## config.mk

```make
export PLATFORM = sky130hd
export DESIGN_NAME = mdsd_ram
export DESIGN_NICKNAME = d
export VERILOG_FILES = /design/src/rtl/mdsd_ram.sv
export SDC_FILE = /design/constraint.sdc
export NUM_CORES = 1
export LEC_CHECK = 0
export BUFFER_PORTS_ARGS = -buffer_cell sky130_fd_sc_hd__buf_4
export CAP_MARGIN = 10
export CORE_MARGIN = 4
export CORE_UTILIZATION = 61
export DETAILED_ROUTE_END_ITERATION = 7
export GPL_TIMING_DRIVEN = 1
export HOLD_SLACK_MARGIN = 0.02
export PLACE_DENSITY_LB_ADDON = 0.2
export SETUP_SLACK_MARGIN = 0.02
export SLEW_MARGIN = 40
export SYNTH_ARGS = -nofsm -noshare
export SYNTH_HDL_FRONTEND = slang
export SYNTH_SLANG_ARGS = --single-unit
export TNS_END_PERCENT = 10
```

## constraint.sdc

```tcl
create_clock -name clk -period 6.7 [get_ports clk]
set_input_delay 1.34 -clock clk [delete_from_list [all_inputs] [get_ports clk]]
set_output_delay 1.34 -clock clk [all_outputs]
set_load 0.01 [all_outputs]
```

## src/rtl/mdsd_ram.sv

```systemverilog
// Generic single-write, single-read RAM with registered read data.
`timescale 1ns / 1ps
`default_nettype none

module mdsd_ram #(
    parameter int WIDTH = 16,
    parameter int DEPTH = 40
) (
    input  wire logic                     clk,
    input  wire logic                     wr_en,
    input  wire logic [$clog2(DEPTH)-1:0] wr_addr,
    input  wire logic [WIDTH-1:0]         wr_data,
    input  wire logic                     rd_en,
    input  wire logic [$clog2(DEPTH)-1:0] rd_addr,
    output logic      [WIDTH-1:0]         rd_data
);

    logic [WIDTH-1:0] mem_reg [DEPTH];

    always_ff @(posedge clk)
    begin
        if (wr_en)
        begin
            mem_reg[wr_addr] <= wr_data;
        end
        if (rd_en)
        begin
            rd_data <= mem_reg[rd_addr];
        end
    end

endmodule

`default_nettype wire

```

Yosys cells after proc, flatten, opt, wreduce, memory -nomap -nowiden
Memories as Yosys holds them, arrays and structs flattened. A register that Yosys moved wholly into a read port is not among the register bits. Index checks and enable logic that the tools add are counted.

Bits of input ports: 31. Output and inout port bits: 16. RAM bits: 640. Memories kept: 1. Bits in registers: 0. Logic and storage cells: 3.

Memories: mem_reg (words 40, width 16, rd ports 1, clocked after Yosys merged registers in 1, write ports 1, RTL line 18) `logic [WIDTH-1:0] mem_reg [DEPTH];`.

Mux-type cells: 2.

Operator list (count): 2-to-1 mux 1 bit (2).

Longest topological paths before layout
Depth after elaboration: 2. Mapped depth: 8. Depth with buffers taken out: 5.

Worst setup path before layout
Ideal clock, no wire load.

Path type: input to register. Start: input port wr_addr[5]. End: memory mem_reg[16][0] (enable). Setup time: 0.409 ns. Stages on the path: 3. Data required time: 6.291 ns. Arrival: 2.959 ns. Buffers on the path: 0. Path slack: 3.332 ns. Cells stage by stage: nor4bb_1 -> nand2b_1 -> nor3_1.

RTL lines: start, declared (RTL line 11) `input wire logic [$clog2(DEPTH)-1:0] wr_addr,`; end, declared (RTL line 18).

Straight into the memory's write port.

==> Implementation_results.wiki <==
{| class="wikitable"
! Metric !! Value
|-
| Final sum of negative setup slack || 0 ps
|-
| Maximum operating frequency || between 200 and 300 MHz
|-
| Clock period minus worst slack || roughly 3500 ps
|-
| Buffers from clock root to sink, at most || 3
|-
| Number of rows created at floorplan || 75
|-
| Class of the most critical hold timing path || reg2reg
|-
| Max-cap violations || 0
|-
| Worst-Margin Slew || about 850 ps
|-
| Warnings from Yosys || 0
|-
| Sum of routed wire length over all layers || around 60000 microns
|-
| All-layer global routing usage || 0.2661
|-
| Iteration-0 DRC Markers || 1730
|-
| Number of hold buffers added after cts || 0
|-
| Count of cells resized by post-cts repair || 0
|-
| Share of the synthesized area in compound gates (AO/OA/AOI/OAI) || 0.06466
|-
| Top FF cell, synth || edfxtp_1
|-
| Final setup violation count || 0
|-
| Routed vias || 13010
|-
| Worst-case register-to-register setup slack || between 4000 and 5000 ps
|-
| Total global routing overflow || 0
|-
| CP Class || in2reg
|-
| Req. time, crit path || just over 7000 ps
|-
| Internal power of the cells || roughly 6700 uW
|-
| Root Buffer Master || clkbuf_16
|-
| Pwr/cell area || approximately 290 mW/mm^2
|-
| Vias in the first global route || around 13000
|-
| Largest register FFs || 640
|-
| Peak fanout along the critical path || 70
|-
| Most common library cell in the layout ignoring fill and taps || edfxtp_1
|-
| Final worst clock skew || between 10 and 15 ps
|-
| I/O Pins || 47
|-
| Number of flops mapped to enable cells by yosys || about 660
|-
| N_diodes || 0
|-
| Dominant combinational cell family by area after synthesis || multiplexers
|-
| Final hold violation count || 0
|-
| Post-synthesis simple-gate area fraction || 0.01499
|-
| VDD IR max || 0.2121 mV
|-
| Number of buffers created by CTS || 66
|-
| Placer's final routability congestion estimate || between 0.8 and 0.9
|-
| Number of cells produced by synthesis || roughly 1300
|-
| Per-instance average area after synthesis || roughly 20 sq um
|-
| Net count reported at finish || ~1400
|-
| Vias/cell || about 6.5
|-
| Core region area || between 0.04 and 0.05 sq mm
|-
| Slew Viols, Final || 0
|-
| Wire per inst || around 30 microns
|-
| Synth Area in XOR/XNOR || 0
|-
| Initial Util || 0.6163
|-
| Global-route wire length before repair || a little under 90000 microns
|-
| Clock-pin slew on the worst setup and hold paths || around 60 ps
|-
| Seq pwr share || 0.539
|-
| Estimated wirelength of the detail-placed design || roughly 33000 microns
|-
| Share of total power in combinational logic || 0.053
|-
| Number of routed nets with antenna violations || 0
|-
| Cell area after synthesis || 0.02579 sq mm
|-
| Adder-cell share of the synthesized area || 0
|-
| Die Height || about 210 microns
|-
| Crit share post-route || 0.5265
|-
| Fraction of power spent switching nets || 0.2091
|-
| Post-CTS setup buffer count || 0
|-
| H-tree lvl count || 3
|-
| Async set-or-reset flop fraction in the synthesized netlist || 0
|-
| Leakage power summed over all cells || just under 0.01 uW
|-
| Drc violations || 0
|-
| Number of register bits inferred by synthesis || about 660
|-
| Clock network power share || 0.408
|-
| Most frequent cells in the layout || 656 x edfxtp_1, 256 x mux2i_1, 84 x buf_4
|-
| Proportion of synthesized area in mux cells || 0.1343
|-
| Die W || 213.6 microns
|-
| Total net switching power || about 1800 uW
|-
| Area grow syn2layout || 11.61%
|-
| Slew HR || 0.4310
|-
| Arrival time of data at the critical path endpoint || between 3000 and 4000 ps
|-
| Cell variety after synth || 31
|-
| Unrepaired setup endpoints after global routing || no
|-
| Clock sink count || about 660
|-
| Sequential fraction of the synthesis area || 0.7637
|-
| Run status || complete, no violations
|-
| Power Total || between 8000 and 9000 uW
|-
| Startpoint kind of the worst setup timing path || input pin
|-
| Area of the die || around 0.046 sq mm
|-
| Synthesized net count || about 1300
|-
| Proportion of layout cells with a drive suffix above 1 || 0.1928
|-
| Maximum number of pins on one net before global-route repair || a little over 70
|-
| Length of the first detailed-routing pass in iterations || 5
|-
| TritonCTS clock tree || built
|-
| Clock latency at the later pin of the worst-skew pair || a little under 600 ps
|-
| Worst setup EP type || register
|-
| # port buffers || 46
|-
| Initial antenna violation count || 1
|}
-- area by class of cell --
class | instances | area, sq um
flip-flops and latches | 656 | 19700
fillers | 2599 | 13060
multi-input cells | 583 | 5614
clock buffers | 82 | 1775
repair buffers | 92 | 783.3
well taps | 539 | 674.4
clock inverters | 34 | 244.0
-- Yosys cell counts (all sizes together) (2+ instances only) --
library cell | instances | area share
clkbuf | 21 | 0.0031
nor3 | 2 | 0.00039
edfxtp | 656 | 0.76
buf | 58 | 0.019
mux2 | 16 | 0.0070
nor2 | 41 | 0.0061
a221oi | 32 | 0.015
nand3 | 4 | 0.00078
o22ai | 16 | 0.0039
mux4 | 32 | 0.028
mux2i | 256 | 0.099
nor2b | 5 | 0.0012
a21oi | 32 | 0.0062
nand2b | 5 | 0.0012
a22oi | 64 | 0.019
o41ai | 16 | 0.010
a22o | 32 | 0.011
nand2 | 23 | 0.0033
-- per-layer routing --
metal,routed length [microns],GRT usage,share of wire,up-vias
met2,27150,0.4002,0.46,666
met4,1745,0.08563,0.029,0
met1,24620,0.3973,0.42,6669
met3,5747,0.06072,0.097,104
li1,-,-,-,5568
met5,0,0,0,-
-- power by group through the flow --
stage / logic (uW) / clock network (uW) / registers (uW)
after floorplan: 262 / 0 / 4650
after global placement: 433 / 0 / 4650
after detailed placement: 447 / 0 / 4650
after CTS: 449 / 3520 / 4570
after global routing: 476 / 3700 / 4570
final: 451 / 3460 / 4570
-- critical path, cell delays in order --
cell,delay [ps]
buf_8,560
buf_4,510
mux2i_1,130
a22o_1,280
a221oi_1,380
o22ai_1,290
o41ai_2,370
-- logic make-up (layout without fill, tap and decap cells) --
| kind of cell | Yosys count | in the layout |
|---|---|---|
| AND/OR/NAND/NOR | 87 | 87 |
| AO/OA/AOI/OAI | 192 | 192 |
| buffers and inverters | 79 | 208 |
| multiplexers | 304 | 304 |
| flip-flops | 656 | 656 |
-- per-stage QoR --
step                std cells  hold WS [ps]  instance area [sq um]  utilization  setup slack, ps
floorplan                1318         826.1                  25790            -             3332
global placement         1867         869.9                  26660       0.6369             2505
detailed placement       1869         898.1                  26760       0.6393             2564
CTS                      1985         911.6                  28780       0.6876             3169
global route             1986         946.4                  28790       0.6879             3058
finish                   1986         917.1                  28790       0.6879             3173
-- final timing paths --
kind         cells past startpoint     endpoint       startpoint
max                              7   rd_data[5]       rd_addr[0]
max reg2reg                      5   rd_data[5]    mem_reg[9][5]
min                              4  rd_data[14]  mem_reg[38][14]
min reg2reg                      4  rd_data[14]  mem_reg[38][14]
Note: power is estimated with default switching activity, not from simulation.
